`config.mk`:
```
export PLATFORM = sky130hd
export DESIGN_NAME = m4ma_back_flat
export DESIGN_NICKNAME = d
export VERILOG_FILES = /design/src/rtl/m4ma_pkg.sv /design/src/rtl/m4ma_chan_if.sv /design/src/rtl/m4ma_ram.sv /design/src/rtl/m4ma_back.sv /design/src/flat_wrapper.sv
export SDC_FILE = /design/constraint.sdc
export NUM_CORES = 1
export LEC_CHECK = 0
export BUFFER_PORTS_ARGS = -buffer_cell sky130_fd_sc_hd__buf_4
export CAP_MARGIN = 20
export CELL_PAD_IN_SITES_DETAIL_PLACEMENT = 0
export CELL_PAD_IN_SITES_GLOBAL_PLACEMENT = 1
export CORE_MARGIN = 2
export CORE_UTILIZATION = 28
export DETAILED_ROUTE_END_ITERATION = 7
export PLACE_DENSITY_LB_ADDON = 0.3
export SLEW_MARGIN = 15
export SYNTH_ARGS = -nofsm -noshare
export SYNTH_HDL_FRONTEND = slang
export SYNTH_SLANG_ARGS = --single-unit
```
`constraint.sdc`:
```
create_clock -name clk_i -period 1.7 [get_ports clk_i]
set_input_delay 0.17 -clock clk_i [delete_from_list [all_inputs] [get_ports clk_i]]
set_output_delay 0.17 -clock clk_i [all_outputs]
set_load 0.01 [all_outputs]
```
`src/rtl/m4ma_pkg.sv`:
```
package m4ma_pkg;

  // Command codes of an input item
  typedef enum logic [1:0] {
    CMD_LOAD_ACC = 2'd0,
    CMD_LOAD_OP  = 2'd1,
    CMD_MULTIPLY = 2'd2,
    CMD_IDENTITY = 2'd3
  } cmd_e;

  // Back end sequencer states
  typedef enum logic [1:0] {
    BK_IDLE,
    BK_MAC,
    BK_DRAIN,
    BK_EMIT
  } bk_state_e;

  typedef struct packed {
    cmd_e               command;
    logic [3:0]         element_index;
    logic signed [31:0] element_value;
  } in_item_t;

  typedef struct packed {
    logic [3:0]         result_index;
    logic signed [31:0] result_value;
    logic               result_last;
  } out_item_t;

endpackage

```
`src/rtl/m4ma_chan_if.sv`:
```
interface m4ma_chan_if #(
  parameter type item_t = logic
);
  logic  valid;
  logic  ready;
  item_t data;

  modport source (output valid, output data, input ready);
  modport sink   (input valid, input data, output ready);
endinterface

```
`src/rtl/m4ma_ram.sv`:
```
module m4ma_ram #(
  parameter int WIDTH = 32,
  parameter int DEPTH = 16
) (
  input  logic                     clk_i,
  input  logic                     we_i,
  input  logic [$clog2(DEPTH)-1:0] waddr_i,
  input  logic [WIDTH-1:0]         wdata_i,
  input  logic                     re_i,
  input  logic [$clog2(DEPTH)-1:0] raddr_i,
  output logic [WIDTH-1:0]         rdata_o
);
  logic [WIDTH-1:0] mem_q [DEPTH];
  logic [WIDTH-1:0] rdata_q;

  always_ff @(posedge clk_i) begin
    if (we_i) begin
      mem_q[waddr_i] <= wdata_i;
    end
    if (re_i) begin
      rdata_q <= mem_q[raddr_i];
    end
  end

  assign rdata_o = rdata_q;
endmodule

```
`src/rtl/m4ma_back.sv`:
```
module m4ma_back #(
  parameter int DIM       = 4,
  parameter int FRAC_BITS = 16
) (
  input  logic               clk_i,
  input  logic               rst_ni,
  input  logic               head_vld_i,
  input  m4ma_pkg::in_item_t head_i,
  output logic               pop_o,
  m4ma_chan_if.source        out_o
);
  import m4ma_pkg::*;

  localparam int Cells = DIM * DIM;
  localparam int CellW = $clog2(Cells);
  localparam int DimW  = $clog2(DIM);
  localparam int SumW  = 64 + $clog2(DIM);
  localparam logic signed [31:0] FixOne = 32'sd1 <<< FRAC_BITS;

  bk_state_e state_q, state_d;
  logic [DimW-1:0] r_q, r_d, c_q, c_d, e_q, e_d;
  logic            bank_q;
  logic [Cells-1:0] acc_vld_q [2];
  logic [Cells-1:0] op_vld_q;

  // control strobes
  logic issue, emit_fire, last_elem;
  logic do_load_acc, do_load_op, do_identity;

  // addresses
  logic [CellW-1:0] acc_rcell, op_rcell, k_cell, head_cell;

  // pipeline
  logic                s1_vld_q, s1_first_q, s1_last_q, s1_avld_q, s1_adiag_q, s1_ovld_q;
  logic                s2_vld_q, s2_first_q, s2_last_q;
  logic                sum_done_q;
  logic signed [63:0]  p_q;
  logic signed [SumW-1:0] sum_q, shifted;
  logic [SumW-32:0]    sum_hi;
  logic signed [31:0]  a_val, o_val, sat_val;
  logic [31:0]         acc_rdata, op_rdata;

  // memory ports
  logic             acc_we;
  logic [CellW:0]   acc_waddr;
  logic [31:0]      acc_wdata;

  // output register
  logic      out_vld_q;
  out_item_t out_q;
  logic      slot_free;

  assign head_cell = CellW'(head_i.element_index);
  assign acc_rcell = CellW'(r_q) + CellW'(DIM) * CellW'(e_q);
  assign op_rcell  = CellW'(e_q) + CellW'(DIM) * CellW'(c_q);
  assign k_cell    = CellW'(r_q) + CellW'(DIM) * CellW'(c_q);
  assign last_elem = (k_cell == CellW'(Cells - 1));
  assign slot_free = !out_vld_q || out_o.ready;

  // sequencer: next state and strobes
  always_comb begin
    state_d     = state_q;
    r_d         = r_q;
    c_d         = c_q;
    e_d         = e_q;
    issue       = 1'b0;
    emit_fire   = 1'b0;
    do_load_acc = 1'b0;
    do_load_op  = 1'b0;
    do_identity = 1'b0;
    pop_o       = 1'b0;
    case (state_q)
      BK_IDLE: begin
        if (head_vld_i) begin
          case (head_i.command)
            CMD_LOAD_ACC: begin
              do_load_acc = 1'b1;
              pop_o       = 1'b1;
            end
            CMD_LOAD_OP: begin
              do_load_op = 1'b1;
              pop_o      = 1'b1;
            end
            CMD_IDENTITY: begin
              do_identity = 1'b1;
              pop_o       = 1'b1;
            end
            CMD_MULTIPLY: begin
              r_d     = '0;
              c_d     = '0;
              e_d     = '0;
              state_d = BK_MAC;
            end
            default: ;
          endcase
        end
      end
      BK_MAC: begin
        issue = 1'b1;
        if (e_q == DimW'(DIM - 1)) begin
          e_d     = '0;
          state_d = BK_DRAIN;
        end else begin
          e_d = e_q + 1'b1;
        end
      end
      BK_DRAIN: begin
        if (sum_done_q) begin
          state_d = BK_EMIT;
        end
      end
      BK_EMIT: begin
        if (slot_free) begin
          emit_fire = 1'b1;
          if (last_elem) begin
            pop_o   = 1'b1;
            state_d = BK_IDLE;
          end else begin
            state_d = BK_MAC;
            if (r_q == DimW'(DIM - 1)) begin
              r_d = '0;
              c_d = c_q + 1'b1;
            end else begin
              r_d = r_q + 1'b1;
            end
          end
        end
      end
      default: state_d = BK_IDLE;
    endcase
  end

  always_ff @(posedge clk_i or negedge rst_ni) begin
    if (!rst_ni) begin
      state_q <= BK_IDLE;
      r_q     <= '0;
      c_q     <= '0;
      e_q     <= '0;
    end else begin
      state_q <= state_d;
      r_q     <= r_d;
      c_q     <= c_d;
      e_q     <= e_d;
    end
  end

  // bank select and per-entry written flags; an unwritten entry reads as its reset value
  always_ff @(posedge clk_i or negedge rst_ni) begin
    if (!rst_ni) begin
      bank_q       <= 1'b0;
      acc_vld_q[0] <= '0;
      acc_vld_q[1] <= '0;
      op_vld_q     <= '0;
    end else begin
      if (do_load_acc) begin
        acc_vld_q[bank_q][head_cell] <= 1'b1;
      end
      if (do_identity) begin
        acc_vld_q[bank_q] <= '0;
      end
      if (do_load_op) begin
        op_vld_q[head_cell] <= 1'b1;
      end
      if (emit_fire) begin
        acc_vld_q[~bank_q][k_cell] <= 1'b1;
        if (last_elem) begin
          bank_q <= ~bank_q;
        end
      end
    end
  end

  // accumulated matrix, two banks: read current, product goes to the other
  assign acc_we    = do_load_acc || emit_fire;
  assign acc_waddr = emit_fire ? {~bank_q, k_cell} : {bank_q, head_cell};
  assign acc_wdata = emit_fire ? sat_val : head_i.element_value;

  m4ma_ram #(
    .WIDTH(32),
    .DEPTH(2 << CellW)
  ) u_acc_ram (
    .clk_i  (clk_i),
    .we_i   (acc_we),
    .waddr_i(acc_waddr),
    .wdata_i(acc_wdata),
    .re_i   (issue),
    .raddr_i({bank_q, acc_rcell}),
    .rdata_o(acc_rdata)
  );

  m4ma_ram #(
    .WIDTH(32),
    .DEPTH(Cells)
  ) u_op_ram (
    .clk_i  (clk_i),
    .we_i   (do_load_op),
    .waddr_i(head_cell),
    .wdata_i(head_i.element_value),
    .re_i   (issue),
    .raddr_i(op_rcell),
    .rdata_o(op_rdata)
  );

  // stage 1: read flags travel with the registered memory data
  always_ff @(posedge clk_i or negedge rst_ni) begin
    if (!rst_ni) begin
      s1_vld_q <= 1'b0;
    end else begin
      s1_vld_q <= issue;
    end
  end

  always_ff @(posedge clk_i) begin
    if (issue) begin
      s1_first_q <= (e_q == '0);
      s1_last_q  <= (e_q == DimW'(DIM - 1));
      s1_avld_q  <= acc_vld_q[bank_q][acc_rcell];
      s1_adiag_q <= (r_q == e_q);
      s1_ovld_q  <= op_vld_q[op_rcell];
    end
  end

  // stage 2: one product
  always_comb begin
    a_val = s1_avld_q ? $signed(acc_rdata) : (s1_adiag_q ? FixOne : 32'sd0);
    o_val = s1_ovld_q ? $signed(op_rdata) : 32'sd0;
  end

  always_ff @(posedge clk_i or negedge rst_ni) begin
    if (!rst_ni) begin
      s2_vld_q <= 1'b0;
    end else begin
      s2_vld_q <= s1_vld_q;
    end
  end

  always_ff @(posedge clk_i) begin
    if (s1_vld_q) begin
      p_q        <= a_val * o_val;
      s2_first_q <= s1_first_q;
      s2_last_q  <= s1_last_q;
    end
  end

  // stage 3: exact wide sum of the products
  always_ff @(posedge clk_i or negedge rst_ni) begin
    if (!rst_ni) begin
      sum_done_q <= 1'b0;
    end else begin
      sum_done_q <= s2_vld_q && s2_last_q;
    end
  end

  always_ff @(posedge clk_i) begin
    if (s2_vld_q) begin
      sum_q <= s2_first_q ? SumW'(p_q) : sum_q + SumW'(p_q);
    end
  end

  // floor shift and saturate to 32 bits
  always_comb begin
    shifted = sum_q >>> FRAC_BITS;
    sum_hi  = shifted[SumW-1:31];
    if (sum_hi == '0 || sum_hi == '1) begin
      sat_val = shifted[31:0];
    end else begin
      sat_val = shifted[SumW-1] ? 32'sh8000_0000 : 32'sh7fff_ffff;
    end
  end

  // output register
  always_ff @(posedge clk_i or negedge rst_ni) begin
    if (!rst_ni) begin
      out_vld_q <= 1'b0;
    end else if (emit_fire) begin
      out_vld_q <= 1'b1;
    end else if (out_o.ready) begin
      out_vld_q <= 1'b0;
    end
  end

  always_ff @(posedge clk_i) begin
    if (emit_fire) begin
      out_q.result_index <= 4'(k_cell);
      out_q.result_value <= sat_val;
      out_q.result_last  <= last_elem;
    end
  end

  assign out_o.valid = out_vld_q;
  assign out_o.data  = out_q;
endmodule

```
`src/flat_wrapper.sv`:
```
// flat-port wrapper written by rule: the top's interface ports become plain ports
module m4ma_back_flat import m4ma_pkg::*;
#(
  parameter int DIM       = 4,
  parameter int FRAC_BITS = 16
)
  (clk_i, rst_ni, head_vld_i, head_i, pop_o, out_o_valid, out_o_data, out_o_ready);
  m4ma_chan_if out_o_i ();
  input  logic clk_i;
  input  logic rst_ni;
  input  logic head_vld_i;
  input  m4ma_pkg::in_item_t head_i;
  output logic pop_o;
  output wire logic [$bits(out_o_i.valid)-1:0] out_o_valid;
  output wire logic [$bits(out_o_i.data)-1:0] out_o_data;
  input wire logic [$bits(out_o_i.ready)-1:0] out_o_ready;
  assign out_o_valid = out_o_i.valid;
  assign out_o_data = out_o_i.data;
  assign out_o_i.ready = out_o_ready;
  m4ma_back #(.DIM(DIM), .FRAC_BITS(FRAC_BITS)) u_core (.clk_i(clk_i), .rst_ni(rst_ni), .head_vld_i(head_vld_i), .head_i(head_i), .pop_o(pop_o), .out_o(out_o_i));
endmodule
```
=== Yosys cells after proc, flatten, opt, wreduce, memory -nomap -nowiden ===
Cells that the tools add are included.

* Equal/unequal tests: 16
* Multiplexer cells: 29
* Add/subtract/negate cells: 4
* Reductions and logical operators: 13

{| class="wikitable"
|+ Operators by type and width
! cell !! count
|-
| 2-to-1 mux 2 bit || 14
|-
| equality test 2 bit, second input constant || 6
|-
| one-hot mux 2 bit (2 select lines) || 3
|-
| 2-to-1 mux 1 bit || 10
|-
| AND reduction 5 bit || 2
|-
| inequality test 2 x 1 -> 1 bit, second input constant || 4
|-
| one-hot mux 2 bit (4 select lines) || 1
|-
| adder 2 x 1 -> 2 bit, second input constant || 3
|-
| inequality test 2 bit, second input constant || 3
|-
| AND reduction 6 bit || 1
|-
| nonzero test 2 bit || 3
|-
| adder 2 x 4 -> 4 bit || 1
|-
| equality test 2 x 1 -> 1 bit, second input constant || 2
|-
| equality test 4 bit, second input constant || 1
|-
| logical NOT 2 bit || 2
|-
| AND reduction 3 bit || 1
|-
| OR reduction 3 bit || 1
|-
| one-hot mux 1 bit (2 select lines) || 1
|-
| logical AND 1 bit || 1
|-
| logical NOT 1 bit || 1
|-
| logical OR 1 bit || 1
|}

* Input bits: 42
* Output and inout port bits: 3
* Register bits after elaboration: 15
* Logic and storage cells: 73

=== Depth between registers and ports, before layout ===
* Word-level depth: 5
* Mapped depth: 5
* Gate-level depth less buffers: 5

=== Least setup slack after synthesis ===
Ideal clock, no wire load.

* Path kind: register to register
* Start point: register u_core.state_q[1]
* End point: register u_core.r_q[0]
* Required time: 1.575 ns
* Data arrival time: 1.503 ns
* Library setup time: 0.125 ns
* Path buffers: 0
* Stages on the path, launching flop included: 6
* Setup slack: 0.072 ns
* Path through: dfrtp_1 -> ha_1 -> nand3b_1 -> a21bo_4 -> a211oi_4 -> mux2_4

* Longest elaborated chain between the ends: 3

{| class="wikitable"
|+ Ends and longest elaborated chain
! item !! line !! source
|-
| from (decl) || m4ma_back.sv:20 || <nowiki>bk_state_e state_q, state_d;</nowiki>
|-
| from (signal assigned) || m4ma_back.sv:140 || <nowiki>state_q <= state_d;</nowiki>
|-
| equality test 2 bit / logical NOT 2 bit (equally long branches) || m4ma_back.sv:72 || <nowiki>case (state_q)</nowiki>
|-
| inequality test 2 bit (no line) (tied with other cells) || -- ||
|-
| AND reduction 5 bit (no line) || -- ||
|-
| to (signal assigned) || m4ma_back.sv:141 || <nowiki>r_q <= r_d;</nowiki>
|-
| to (decl) || m4ma_back.sv:21 || <nowiki>logic [DimW-1:0] r_q, r_d, c_q, c_d, e_q, e_d;</nowiki>
|}

Parallel ways exist; a longest one is shown, timed or not.
A chain may end at the register's enable or synchronous reset.

=== Final worst setup path ===
* Start point: register u_core.state_q[1]
* End point: output port pop_o

* Longest elaborated chain between the ends: 2

{| class="wikitable"
|+ Ends and longest elaborated chain
! item !! line !! source
|-
| equality test 2 bit / logical NOT 2 bit (equally long branches) || m4ma_back.sv:72 ||
|-
| one-hot mux 1 bit (2 select lines) * || m4ma_back.sv:72 ||
|-
| to (decl) || flat_wrapper.sv:13 || <nowiki>output logic pop_o;</nowiki>
|}

Every way passes the cells marked *; elsewhere a longest branch is shown, timed or not.

==> metrics.cfg <==
[status]
status=completed

[worst_setup_path]
critical_path_class=flip-flop to output port
crit_top_cell=buf_4
end_kind=output port
startpoint_type=flip-flop
slowest_delay_ns=0.46
crit_buf_inv=3
path_cells=inv_2 -> ha_2 -> buf_4 -> nand3_1 -> a21oi_1 -> buf_4
crit_slowest_cell=dfrtp_2
arrival_ns=1.50
path_max_fanout=4
cp_top_family=flip-flops
worstPathRequired_ns=1.53

[floorplanning]
placementRows=19
dieArea_mm2=0.003318
die_w_um=57.61
coreArea_mm2=0.002734
die_h_um=57.61
start_util_pct=29.43
ioPinCount=45

[timing]
drv_slew=0
worst_slack_ns=0.03327
final_hold_viol_count=0
clock.fmax_mhz=600.0
worstMarginPinSlew_ns=0.2487
grt_setup_unrepaired=yes
finalCritPeriodShare_pct=98.04
relSlewSlack_pct=83.24
fin_crit_ns=1.667
setup-violations-final=0
clock_skew_ns=0.008578

[route]
drt_wl_total_um=1420
wire_per_inst_um=11.83
drt_iter0_markers=14
dr_total_vias=565
dr.pass1.iters=4
ant_nets=0
drc=0
avgViaCountPerCell=4.708

[global_route]
gr-total-overflow=0
grt_pass1_wl_um=2339
grt_pass1_vias=572
antenna_found_initial=0
grt_start_max_net_pins=13
grt_usage_pct=9.492

[final_layout]
final_util_pct=38.49
areaGrowthSynthToFinish_pct=30.79
instances_no_fill=120
nets=141
drive_above_1_share_pct=41.57
diodes=0

[synth]
yosysTopAreaCellShare_pct=37.33
synth_area_um2=804.5
ys_async_sr_fraction_pct=80.00
yosys-top-cells-area=dfrtp_1, ha_1, edfxtp_1
ys_top_cells_by_count=dfrtp_1, ha_1, inv_1, nand2_1
synth_cells=66
synth_ff_type=dfrtp_1
ys_seq_area_share_pct=48.52
synth.net_count=117
synth-seq-cells=15
synth_edf_count=3
ys_types=25
synth.most_common_cell=dfrtp_1
synth_top_cell_by_area=dfrtp_1
syn_avg_cell_area_um2=12.19
yosys_warnings=0

[power]
p_int_mw=1.180
p_seq_share_pct=33.9
share_comb_of_total_power_pct=54.6
swShare_pct=35.52
leakage_nw=0.4894
switchingPower_mw=0.6500
total_power_mw=1.830
ir_worst_vdd_v=0.0006344
pwr-share-clk_pct=11.5
p_per_area_mw_per_mm2=1739

[placed_design]
hpwl_um=1077
port_buffers=8
dp_cells=113
routabilityCongestion=0.7055
dp_slack_ns=0.01430

[hold_path]
hold_path.class=primary input to flip-flop

[cts]
cts_buffers=3
clockBufferDepth=2
clk_latency_ns=0.29
htree_levels=1
clk_pin_slew_worst_paths_ns=0.10
tritoncts=yes
clockRootBuffer=clkbuf_4
cts_num_sinks=15

[job]
maxCapViolations=0

-- routing by layer --
metal  part of all wire, %  routed length, um  GRT usage, %
met3                   4.3                 61         1.587
met5                     0                  0             0
met2                    46                652         15.75
met1                    47                664         10.75
met4                   2.9                 41         7.309
-- per-stage QoR --
stage | TNS (ns) | hold slack (ns) | cell area (um^2)
after global placement | 0 | 0.02293 | 963.4
after CTS | 0 | 0.1450 | 1008
after floorplan | 0 | -0.1256 | 804.5
after detailed placement | 0 | 0.02044 | 963.4
final | 0 | 0.1490 | 1052
after global routing | -0.04326 | 0.1451 | 1052
-- worst paths after layout --
| path | depth (start not counted) | to | start | slack (ns) |
|---|---|---|---|---|
| max | 6 | pop_o | u_core.state_q[1] | 0.03 |
| min | 3 | u_core.out_o.valid | out_o_ready | 0.15 |
| max reg2reg | 5 | u_core.r_q[0] | u_core.state_q[1] | 0.07 |
| min reg2reg | 0 | u_core.s2_vld_q | u_core.s1_vld_q | 0.40 |
| max in group asynchronous | 2 | u_core.state_q[0] | rst_ni | 1.27 |
| min in group asynchronous | 2 | u_core.r_q[0] | rst_ni | 0.25 |
-- cell type report --
cell class,instances,area (um^2)
clock buffers,3,22.52
clock inverters,1,5.005
fillers,263,1682
inverters,7,26.28
multi-input cells,44,409.1
flip-flops and latches,15,392.9
well taps,31,38.79
repair buffers,19,157.7
-- flip-flops by register name, indices dropped and copies added (netlist names) --
register            count
u_core.r_q              2
u_core.s2_last_q        1
u_core.sum_done_q       1
u_core.s1_last_q        1
u_core.c_q              2
u_core.out_o.data       1
u_core.out_o.valid      1
u_core.s1_vld_q         1
u_core.state_q          2
u_core.s2_vld_q         1
u_core.e_q              2
-- worst min-delay path, delay by kind of cell --
family                 cells  cell delay [ns]
and+or+nand+nor            2             0.15
buffers and inverters      1             0.08
-- power by group through the flow --
stage	Clock, mW	Sequential, mW	Combinational [mW]
global placement	0	0.597	0.888
floorplan	0	0.600	0.580
detailed placement	0	0.605	0.904
CTS	0.217	0.602	0.923
global route	0.243	0.634	1.11
finish	0.210	0.621	0.999
-- logic make-up after synthesis --
| family | share of synthesized area (%) |
|---|---|
| compound gates | 12.60 |
| fa+ha+maj | 14.00 |
| buf+inv | 3.267 |
| flops | 48.52 |
| mux | 7.153 |
| simple gates | 14.46 |
-- cell usage in the layout (no fill, tap or decap), types with 2 or more instances in the layout --
cell type  instances
nand3b_1           2
nor2_1             2
dfrtp_2            2
a32o_1             2
a21oi_1            2
buf_4             17
mux2i_1            2
mux2_2             2
edfxtp_1           3
ha_1               6
nand2_1            6
dfrtp_1           10
ha_2               2
nand3_1            2
inv_2              2
inv_1              5
clkbuf_4           3
and2_1             2
-- what timing repair did --
item	CTS	global route
endpoints found under the setup margin	1	4
resized for setup	4	5
hold buffers	1	0
pin swaps	0	1
setup buffers	0	2
endpoints found under the hold margin	12	0
Power figures use the tool's default switching activity.
