--- src/rtl/m4ma_pkg.sv ---
package m4ma_pkg;

  // Command codes of an input item
  typedef enum logic [1:0] {
    CMD_LOAD_ACC = 2'd0,
    CMD_LOAD_OP  = 2'd1,
    CMD_MULTIPLY = 2'd2,
    CMD_IDENTITY = 2'd3
  } cmd_e;

  // Back end sequencer states
  typedef enum logic [1:0] {
    BK_IDLE,
    BK_MAC,
    BK_DRAIN,
    BK_EMIT
  } bk_state_e;

  typedef struct packed {
    cmd_e               command;
    logic [3:0]         element_index;
    logic signed [31:0] element_value;
  } in_item_t;

  typedef struct packed {
    logic [3:0]         result_index;
    logic signed [31:0] result_value;
    logic               result_last;
  } out_item_t;

endpackage

--- src/rtl/m4ma_fifo.sv ---
module m4ma_fifo #(
  parameter int DEPTH = 2
) (
  input  logic               clk_i,
  input  logic               rst_ni,
  input  logic               push_i,
  input  m4ma_pkg::in_item_t push_data_i,
  output logic               full_o,
  input  logic               pop_i,
  output m4ma_pkg::in_item_t pop_data_o,
  output logic               empty_o
);
  import m4ma_pkg::*;

  localparam int PtrW = $clog2(DEPTH);
  localparam int CntW = $clog2(DEPTH + 1);

  in_item_t        slot_q [DEPTH];
  logic [PtrW-1:0] wr_ptr_q, rd_ptr_q;
  logic [CntW-1:0] count_q;

  assign full_o     = (count_q == CntW'(DEPTH));
  assign empty_o    = (count_q == '0);
  assign pop_data_o = slot_q[rd_ptr_q];

  // entry storage
  always_ff @(posedge clk_i) begin
    if (push_i) begin
      slot_q[wr_ptr_q] <= push_data_i;
    end
  end

  // pointers and fill count
  always_ff @(posedge clk_i or negedge rst_ni) begin
    if (!rst_ni) begin
      wr_ptr_q <= '0;
      rd_ptr_q <= '0;
      count_q  <= '0;
    end else begin
      if (push_i) begin
        wr_ptr_q <= (wr_ptr_q == PtrW'(DEPTH - 1)) ? '0 : wr_ptr_q + 1'b1;
      end
      if (pop_i) begin
        rd_ptr_q <= (rd_ptr_q == PtrW'(DEPTH - 1)) ? '0 : rd_ptr_q + 1'b1;
      end
      if (push_i && !pop_i) begin
        count_q <= count_q + 1'b1;
      end else if (pop_i && !push_i) begin
        count_q <= count_q - 1'b1;
      end
    end
  end
endmodule

--- config.mk ---
export PLATFORM = sky130hd
export DESIGN_NAME = m4ma_fifo
export DESIGN_NICKNAME = d
export VERILOG_FILES = /design/src/rtl/m4ma_pkg.sv /design/src/rtl/m4ma_fifo.sv
export SDC_FILE = /design/constraint.sdc
export NUM_CORES = 1
export LEC_CHECK = 0
export BUFFER_PORTS_ARGS = -buffer_cell sky130_fd_sc_hd__buf_2
export CAP_MARGIN = 25
export CORE_ASPECT_RATIO = 1.75
export CORE_MARGIN = 2
export CORE_UTILIZATION = 51
export CTS_BUF_LIST = sky130_fd_sc_hd__clkbuf_16
export DETAILED_ROUTE_END_ITERATION = 8
export HOLD_SLACK_MARGIN = 0.05
export PLACE_DENSITY = 0.79
export SLEW_MARGIN = 40
export SYNTH_ARGS = -nofsm -noshare
export SYNTH_HDL_FRONTEND = slang
export SYNTH_SLANG_ARGS = --single-unit
--- constraint.sdc ---
create_clock -name clk_i -period 3.2 [get_ports clk_i]
set_input_delay 0.64 -clock clk_i [delete_from_list [all_inputs] [get_ports clk_i]]
set_output_delay 0.64 -clock clk_i [all_outputs]
set_load 0.01 [all_outputs]
# --- Word-level counts from Yosys, hierarchy flattened ---
# Memories as Yosys holds them, arrays and structs flattened.
# Index checks and enable logic that the tools add are counted.
totals:
  n_memories: 1
  mem_bits_ro: 0
  regBits: 4
  mem_bits_rw: 76
  latchBits: 0
memory_table:
  columns: ["name", "words", "width", "rd", "rd_ports_with_merged_regs", "wr", "line", "rtl"]
  rows:
  - ["slot_q", 2, 38, 1, 0, 1, "m4ma_fifo.sv:18", "in_item_t slot_q [DEPTH];"]
classes:
  n_mux: 6
  n_eq_ne: 1
  n_bitwise: 0
  reduce_logical: 6
  n_lt_le_gt_ge: 0
  shifts: 0
  n_mul: 0
  div: 0
  n_addsub: 4
op_table:
  columns: ["operator", "n"]
  rows:
  - ["$mux 1", 4]
  - ["$mux 2", 2]
  - ["$add 1x1->1 const B", 2]
  - ["$add 2x1->2 const B", 1]
  - ["$eq 2x2->1 const B", 1]
  - ["$logic_and 1x1->1", 2]
  - ["$logic_not 1->1", 2]
  - ["$logic_not 2->1", 1]
  - ["$reduce_bool 2->1", 1]
  - ["$sub 2x1->2 const B", 1]

# --- Logic depth before layout (Yosys ltp) ---
# Gate-level depths: netlist (run 1).
logic_depth:
  word_depth: 4
  depth_mapped: 5

# --- Least setup slack after synthesis (run 1) ---
# Ideal clock, no wire load.
synth_timing:
  kind: "input to register"
  startpoint: "input port push_i"
  endpoint: "memory slot_q[0][0] (netlist bit) (enable)"
  arrival_ps: 2344
  path_buffers: 0
  path_stages: 1
  slack_ps: 418
  required_ps: 2762
  path_cell_list: "nor2b_1"
synth_via:
  elab_chain_len: 2
synth_rtl:
  columns: ["item", "line", "rtl"]
  rows:
  - ["start: declaration", "m4ma_fifo.sv:6", "input logic push_i,"]
  - ["$mux 1", "m4ma_fifo.sv:28", "if (push_i) begin"]
  - ["$mux 1 (implied by the code)", "m4ma_fifo.sv:29", "slot_q[wr_ptr_q] <= push_data_i;"]
  - ["end: declaration", "m4ma_fifo.sv:18", null]
# No other way between the ends.

==> run metrics, run 1 <==
crit-path cells=buf_12, mux2_2, buf_2; Die ar.=0.00649 mm²; Setup TNS=0 ps; register area=0.00238 mm²; Top Family by Delay on Critical Path=flip-flops; Worst Path Max Fanout=22; Final Slew Violations=0; antenna fix cells=0; Initial Util=between 50% and 60%; multi-input logic area=558 µm²; r2r setup slk=1680 ps; CP Data Required Time=2560 ps; reg2reg end=slot_q[0][1]; Detail Placement HPWL=around 3300 µm; Clk network pwr share=26.6%; Synth cell types=14; mux contribution to synthesized area=15.6%; Post-Syn Instances=134; Critical path origin=rd_ptr_q; GRT overflow=0; First-pass DRT Iterations=6; WL final=4770 µm; register area share after synthesis=80.1%; area share of and/or/nand/nor cells after synthesis=less than 1%; synthesized area=about 0.0030 mm²; CTS tree=built; Critical Path Max Stage Delay=630 ps; crit path capture=pop_data_o[30]; Pint=between 2 and 2.5 mW; Setup violations, final=0; worst vdd ir=about 0.58 mV; fill count=425; PwrDens=876 mW/mm²; # rows=36; CTS Sinks=80; switching share of power=27.5%; Synth Net Count=177; Final min period=2350 ps; DR WL/cell=15.6 µm; Hold Vio Cnt, Final=0; synth top area cells=edfxtp_1, mux2_2, mux2_4; status=finished, final reports clean; layout cells sized above 1=60.0%; Port Buffers=81; Static Leak=1.48 nW; CTS max path bufs=2; first-pass GRT wire length=7120 µm; RSZ-0062 raised after global routing=false; Layout Nets=268; cell depth of the worst setup path=3; post-synth top area share=between 70% and 80%; Reg-to-Reg Start=wr_ptr_q; Ys Warns=0; Layout area overhead=25.6%; cts bufs inserted=9; post-CTS sizing=0; root buf cell=clkbuf_16; post-synthesis compound-gate area fraction=0%; Yosys reg bits=80; crit end category=primary output; Reg power frac=a little under half; Die X=61.7 µm; most frequent cells in the layout=buf_2, edfxtp_1, mux2_2; largest net degree at the start of global routing=39; vias in the first global route=1481; Worst-path clk slew=50 ps; H-tree levels=3; Placed Area=about 0.0035 mm²; Synth area leader=edfxtp_1; setup ws final=849 ps; Die Ht=105 µm; commonest non-fill, non-tap cell in the layout=buf_2; worst slack, placed=~1200 ps; initial antenna violation count=0; adder-cell share of the synthesized area=less than 1%; DRT iter0 DRCs=33; hold buffers post-CTS=0; syn avg cell area=22.2 µm²; critical path buffer and inverter count=2; via count=between 1000 and 1500; Net Sw Power=between 0.8 and 0.9 mW; Post-CTS Setup Repair Bufs=0; later-pin clock latency in the skew report=roughly 330 ps; Core ar.=0.00559 mm²; Final Skew=4.50 ps; I/O pins=82; post-synthesis xor/xnor area fraction=~1.5%; hold crit path type=input port to async pin; GRT Resource Usage Total=16.2%; slew margin rel.=62.7%; Slowest-stage cell, CP=dfrtp_2; max-cap check violation count=0; DR vias/cell=4.87; CP arrival=between 1500 and 2000 ps; DRC=0; Least-Margin Pin Slew=558 ps; Comb pwr share=27.4%; f_max=0.425 GHz; RD Place Congestion=0.678; R2R depth=2; CP Class=flop to primary output; post-route clock period utilization=73.5%; largest family of logic cells by synthesized area=multiplexers; ANT nets after route=0; final instance area=0.00374 mm²; crit path launch type=flop
## cell families (layout without fill, tap and decap cells)
kind of cell,Yosys count,after routing
xor+xnor,5,5
flops,80,80
mux,38,38
simple gates,5,5
buf+inv,5,101
fa+ha+maj,1,1
## Yosys cell counts
cell       n
buf_8      1
xor2_1     4
and2_1     1
inv_1      1
nor2_1     2
mux2_2    28
dfrtp_1    4
buf_4      2
mux2_4    10
edfxtp_1  76
xnor2_1    1
buf_6      1
ha_1       1
nor2b_1    2
## power by group through the flow
stage,clock (mW),combinational (mW),sequential [mW]
after floorplan,0,0.652,1.47
after global placement,0,0.904,1.52
after detailed placement,0,0.920,1.53
after CTS,0.895,0.921,1.51
after global routing,0.931,0.979,1.53
final,0.870,0.898,1.50
## per-stage QoR
step	util, %	cells	hold WS [ps]	power [mW]
floorplan	-	134	344	2.12
global placement	62.3	290	457	2.42
detailed placement	62.3	290	457	2.45
CTS	66.9	306	95.9	3.33
global route	66.9	306	105	3.44
finish	66.9	306	111	3.27
## registers in the layout (all words and copies together) (netlist names)
| name | flops |
|---|---|
| slot_q | 76 |
| count_q | 2 |
| rd_ptr_q | 1 |
| wr_ptr_q | 1 |
## worst register-to-register path, delay by kind of cell, from the launching register on
family / cells / cell delay, ps
buffers and inverters: 1 / 310
DFF: 1 / 420
and+or+nand+nor: 1 / 480
## layout make-up
| cell class | instances | share of cell area, % |
|---|---|---|
| clock inverter | 7 | 0.837 |
| clock buffer | 9 | 6.03 |
| tap | 76 | 2.54 |
| timing repair buffer | 84 | 11.8 |
| sequential | 80 | 63.8 |
| multi-input combinational | 49 | 14.9 |
| inverter | 1 | 0.100 |
## layer usage
layer / wire length [µm] / share of wire [%] / global-route usage (%)
met1: 1800 / 38 / 17.1
met2: 2550 / 53 / 25.8
met3: 271 / 5.7 / 6.81
met4: 148 / 3.1 / 9.27
met5: 0 / 0 / 0
## worst min-delay path by stage
stage,cells after the start,end,startpoint,slack (ps)
floorplan,0,count_q[0],rst_ni,340
global placement,1,wr_ptr_q,rst_ni,460
detailed placement,1,wr_ptr_q,rst_ni,460
CTS,1,wr_ptr_q,rst_ni,100
global route,1,rd_ptr_q,rst_ni,110
finish,1,wr_ptr_q,rst_ni,110
Note: power is estimated with default switching activity, not from simulation.
==> inputs of run 2 (changes only) <==
CORE_UTILIZATION = 46   (was 51)
PLACE_DENSITY = 0.75   (was 0.79)
clock period = 2 ns   (was 3.2 ns; I/O delays follow)
==> run 2 against run 1 <==
  * Sequential share of layout area down 1.4 points
  * Clock-buffer cell count did not move
  * Die area up 10%
  * Non-clock buffer count grew 4
  * Clock power increased by 71%
  * Combinational power rose by 76%
  * Sequential cell count stayed put
  * Critical path depth stayed put
==> run metrics, run 2 (synthesized netlist as in run 1, its figures left out) <==
Port Buffers=81 (unchanged); vias in the first global route=1544 (+4.3%); max-cap check violation count=0 (unchanged); Final min period=approximately 1800 ps; Reg-to-Reg Start=wr_ptr_q; DRT iter0 DRCs=54 (+64%); initial antenna violation count=0 (unchanged); Top Registers=slot_q: 76 flops, count_q: 2 flops; DRC=0 (unchanged); later-pin clock latency in the skew report=320 ps (about the same); WL final=4730 µm (-0.90%); DR WL/cell=15.1 µm (-3.4%); Core ar.=0.00623 mm² (+12%); hold crit path type=input port to flop; cts bufs inserted=9 (unchanged); Initial Util=47.8% (-5.5 points); Final Slew Violations=0 (unchanged); ANT nets after route=0 (unchanged); worst vdd ir=0.917 mV (+58%); Die X=64.8 µm (+4.9%); Die Ht=110 µm (+5.1%); Least-Margin Pin Slew=346 ps (-212 ps); via count=1507 (+1.2%); Final Skew=6.55 ps (+2.05 ps); crit path launch type=flop; fill count=466 (+9.6%); CTS Sinks=80 (unchanged); most frequent cells in the layout=buf_2, edfxtp_1, mux2_2; layout cells sized above 1=59.8% (-0.17 points); r2r setup slk=650 ps (-1030 ps); Hold EP=slot_q[1][32]; Worst Path Max Fanout=8 (-64%); root buf cell=clkbuf_16; Pwr Total=5.43 mW (+66%); Layout area overhead=28.5%; final hold slack=262 ps (+151 ps); Setup TNS=0 ps (unchanged); Hold Vio Cnt, Final=0 (unchanged); Setup violations, final=0 (unchanged); first-pass GRT wire length=7270 µm (+2.0%); CP Class=flop to primary output; R2R depth=2 (unchanged); max reg flops=76 (unchanged); First-pass DRT Iterations=4 (-2); GRT overflow=0 (unchanged); f_max=0.543 GHz; Largest Register=slot_q; # rows=38 (+5.6%); antenna fix cells=0 (unchanged); commonest non-fill, non-tap cell in the layout=buf_2; GRT Resource Usage Total=14.6% (-1.6 points); H-tree levels=3 (unchanged); largest net degree at the start of global routing=27 (-31%); Detail Placement HPWL=3330 µm (+2.4%); Final Util=61.4% (-5.5 points); slew margin rel.=76.9% (+14 points); CTS tree=built; PwrDens=1420 mW/mm² (+62%); Worst-path clk slew=60 ps (about the same); min-delay src=push_data_i[32]; post-route clock period utilization=92.0%; WHS Path Cells=1; I/O pins=82 (unchanged); CP arrival=1440 ps (-270 ps); reg2reg end=slot_q[1][11]; Layout Nets=272 (+1.5%); RSZ-0062 raised after global routing=false; CTS max path bufs=2 (unchanged); Die ar.=0.00715 mm² (+10%); RD Place Congestion=0.727 (+7.2%); CP Data Required Time=1600 ps (-960 ps); Static Leak=1.51 nW (+2.3%); DR vias/cell=4.80 (-1.4%); status=finished, final reports clean; crit end category=primary output
==> run 2: metrics by stage <==
step,instance area [µm²],instances,setup slack (ps)
global placement,3520,296,350
floorplan,2980,134,165
detailed placement,3520,296,344
CTS,3820,314,130
finish,3820,314,160
global route,3820,314,106
==> run 2: worst max-delay path by stage <==
stage / slack, ps / depth (start not counted) / to / start
floorplan: 170 / 1 / slot_q[0][0] / push_i
global placement: 350 / 3 / pop_data_o[12] / rd_ptr_q
detailed placement: 340 / 3 / pop_data_o[17] / rd_ptr_q
CTS: 130 / 3 / pop_data_o[30] / rd_ptr_q
global route: 110 / 3 / pop_data_o[17] / rd_ptr_q
finish: 160 / 3 / pop_data_o[30] / rd_ptr_q
==> run 2: timing repair <==
item,in CTS,in global routing
hold endpoints to repair,4,0
setup buffers,1,0
hold buffers,1,0
endpoints found under the setup margin,4,0
resized for setup,0,0
==> run 2: power by group <==
group / internal [mW] / leakage, nW / switching, mW
combinational: 0.821 / 0.609 / 0.757
sequential: 2.23 / 0.759 / 0.120
clock: 0.942 / 0.147 / 0.553
==> run 2: per-layer routing <==
metal | track usage (%) | share of wire [%]
met1 | 14.8 | 36
met2 | 25.6 | 56
met3 | 5.18 | 5.5
met4 | 8.36 | 2.5
met5 | 0 | 0
==> run 2: final cells by class <==
type,count,area [µm²],area share [%]
repair buffers,88,498,13.0
clock buffers,9,225,5.89
flip-flops and latches,80,2380,62.4
well taps,80,100,2.62
inverters,1,3.75,0.0982
clock inverters,7,55.1,1.44
multi-input cells,49,557,14.6
==> run 2: worst max-delay path, cell delays in order, from the launching register on <==
cell     delay (ps)
dfrtp_2         430
buf_4           190
mux2_2          350
buf_2           140
==> inputs of run 3 (changes only) <==
clock period = 1.53 ns   (was 2 ns; I/O delays follow)
==> run 3 against run 2 <==
  * Setup slack got worse by 380 ps
  * Routed wire length grew 9.8%
  * Power up 44%
  * Largest cell class unchanged
  * The run now ends with negative setup slack left
  * Highest routed layer unchanged
==> run metrics, run 3 (synthesized netlist as in run 1, its figures left out) <==
layout cells sized above 1=60.3% (+0.43 points); Least-Margin Pin Slew=237 ps (-109 ps); max reg flops=76 (unchanged); CP arrival=1440 ps (about the same); antenna fix cells=0 (unchanged); Net Sw Power=2.05 mW (+43%); violated checks=negative setup slack; crit end category=primary output; post-route clock period utilization=114%; RSZ-0062 raised after global routing=true; Worst-path clk slew=50 ps (about the same); root buf cell=clkbuf_16; later-pin clock latency in the skew report=320 ps (about the same); Die X=64.8 µm (unchanged); Setup TNS=-6990 ps (-6990 ps); Port Buffers=81 (unchanged); Hold Vio Cnt, Final=0 (unchanged); Largest Register=slot_q; vias in the first global route=1582 (+2.5%); GRT overflow=0 (unchanged); Layout area overhead=38.0%; Die ar.=0.00715 mm² (unchanged); Clk network pwr share=25.1% (-2.4 points); f_max=0.573 GHz; hold crit path type=input port to flop; met3 Use GR=4.26% (-0.91 points); # rows=38 (unchanged); grt met1 use=14.3% (-0.45 points); Post-CTS Setup Repair Bufs=0 (-1); multi-input logic area=617 µm² (+11%); worst vdd ir=1.02 mV (+11%); CTS tree=built; Initial Util=47.8% (unchanged); Pint=5.77 mW (+44%); Comb pwr share=35.4% (+6.3 points); worst slack, placed=119 ps (-225 ps); Reg power frac=39.6% (-3.8 points); largest net degree at the start of global routing=26 (-3.7%); Layout Nets=273 (+0.37%); Final min period=between 1500 and 2000 ps; Final Skew=2.95 ps (-3.61 ps); status=finished, violations left; final hold slack=166 ps (-96.0 ps); cts bufs inserted=9 (unchanged); initial antenna violation count=0 (unchanged); Top Registers=slot_q: 76 flops, count_q: 2 flops; register area=0.00238 mm² (unchanged); Pwr Total=7.82 mW (+44%); Static Leak=1.66 nW (+9.4%); GRT Resource Usage Total=14.6% (+0.057 points); Setup violations, final=38 (+38); slew margin rel.=84.2% (+7.3 points); Die Ht=110 µm (unchanged); PwrDens=1900 mW/mm² (+34%); DR WL/cell=16.5 µm (+9.8%); WL final=5190 µm (+9.8%); Final Slew Violations=0 (unchanged); I/O pins=82 (unchanged); via count=1535 (+1.9%); first-pass GRT wire length=7250 µm (-0.19%); CP Class=flop to primary output; crit path launch type=flop; switching share of power=26.2% (-0.16 points); most frequent cells in the layout=edfxtp_1, buf_2, buf_6; grt peak-use layer=met2; H-tree levels=3 (unchanged); commonest non-fill, non-tap cell in the layout=edfxtp_1; First-pass DRT Iterations=4 (unchanged); Core ar.=0.00623 mm² (unchanged); Detail Placement HPWL=3300 µm (-0.91%); max-cap check violation count=0 (unchanged); met2 usage=25.6% (unchanged); DRT iter0 DRCs=35 (-35%); CTS max path bufs=2 (unchanged); RD Place Congestion=0.736 (+1.2%); ANT nets after route=0 (unchanged); CTS Sinks=80 (unchanged); DR vias/cell=4.89 (+1.9%); DRC=0 (unchanged); CP Data Required Time=1220 ps (-380 ps); setup ws final=-216 ps (-376 ps); Worst Path Max Fanout=12 (+4); fill count=427 (-8.4%)
-- run 3: cell count changes in the layout (fill, tap and decap cells not counted) --
cell | previous run | this run
buf_12 | 3 | 4
buf_2 | 81 | 51
buf_4 | 3 | 2
buf_6 | 0 | 30
clkbuf_16 | 9 | 10
clkinv_1 | 2 | 1
clkinv_2 | 2 | 1
clkinvlp_4 | 0 | 1
mux2_2 | 28 | 12
mux2_4 | 10 | 26
-- run 3: final cells by class --
cell class              instances  area share [%]
inverters                       1          0.0914
flip-flops and latches         80            58.0
clock buffers                   9            5.48
clock inverters                 6            1.31
well taps                      80            2.44
multi-input cells              49            15.0
repair buffers                 89            17.6
-- run 3: final timing paths --
kind | start | end | slack [ps] | depth (start not counted)
worst max-delay path | rd_ptr_q | pop_data_o[18] | -220 | 3
worst max register to register | wr_ptr_q | slot_q[1][31] | 270 | 2
min in group asynchronous | rst_ni | rd_ptr_q | 340 | 2
worst min register to register | count_q[1] | count_q[1] | 480 | 1
max in group asynchronous | rst_ni | rd_ptr_q | 1050 | 2
worst min-delay path | push_data_i[34] | slot_q[1][34] | 170 | 1
-- run 3: repair_timing --
item                                   4_1_cts  5_1_grt
setup endpoints to repair                   38       38
pin swaps                                    0        0
gates cloned                                 0        1
hold buffers                                 1        0
resized for setup                           16       30
endpoints found under the hold margin        4        0
-- run 3: power by group through the flow --
stage / Combinational (mW) / Sequential, mW / Clock (mW)
finish: 2.77 / 3.09 / 1.96
global route: 2.94 / 3.13 / 2.09
CTS: 2.38 / 3.07 / 2.02
detailed placement: 2.13 / 3.11 / 0
global placement: 2.11 / 3.09 / 0
floorplan: 1.37 / 3.06 / 0
-- run 3: critical path, stage by stage, from the launching register on --
cell and delay [ps]:
dfrtp_2 440, clkbuf_16 200, mux2_2 350, buf_6 120
-- run 3: per-layer routing --
layer  share of wire (%)  vias to the layer above
li1                    -                      712
met1                  36                      757
met2                  56                       53
met3                 4.8                       13
met4                 3.2                        0
met5                   0                        -
-- run 3: stage by stage --
stage / util, % / cell area [µm²] / std cells
after floorplan: - / 2980 / 134
after global placement: 56.9 / 3540 / 297
after detailed placement: 56.9 / 3540 / 297
after CTS: 63.2 / 3930 / 313
after global routing: 65.9 / 4110 / 314
final: 65.9 / 4110 / 314
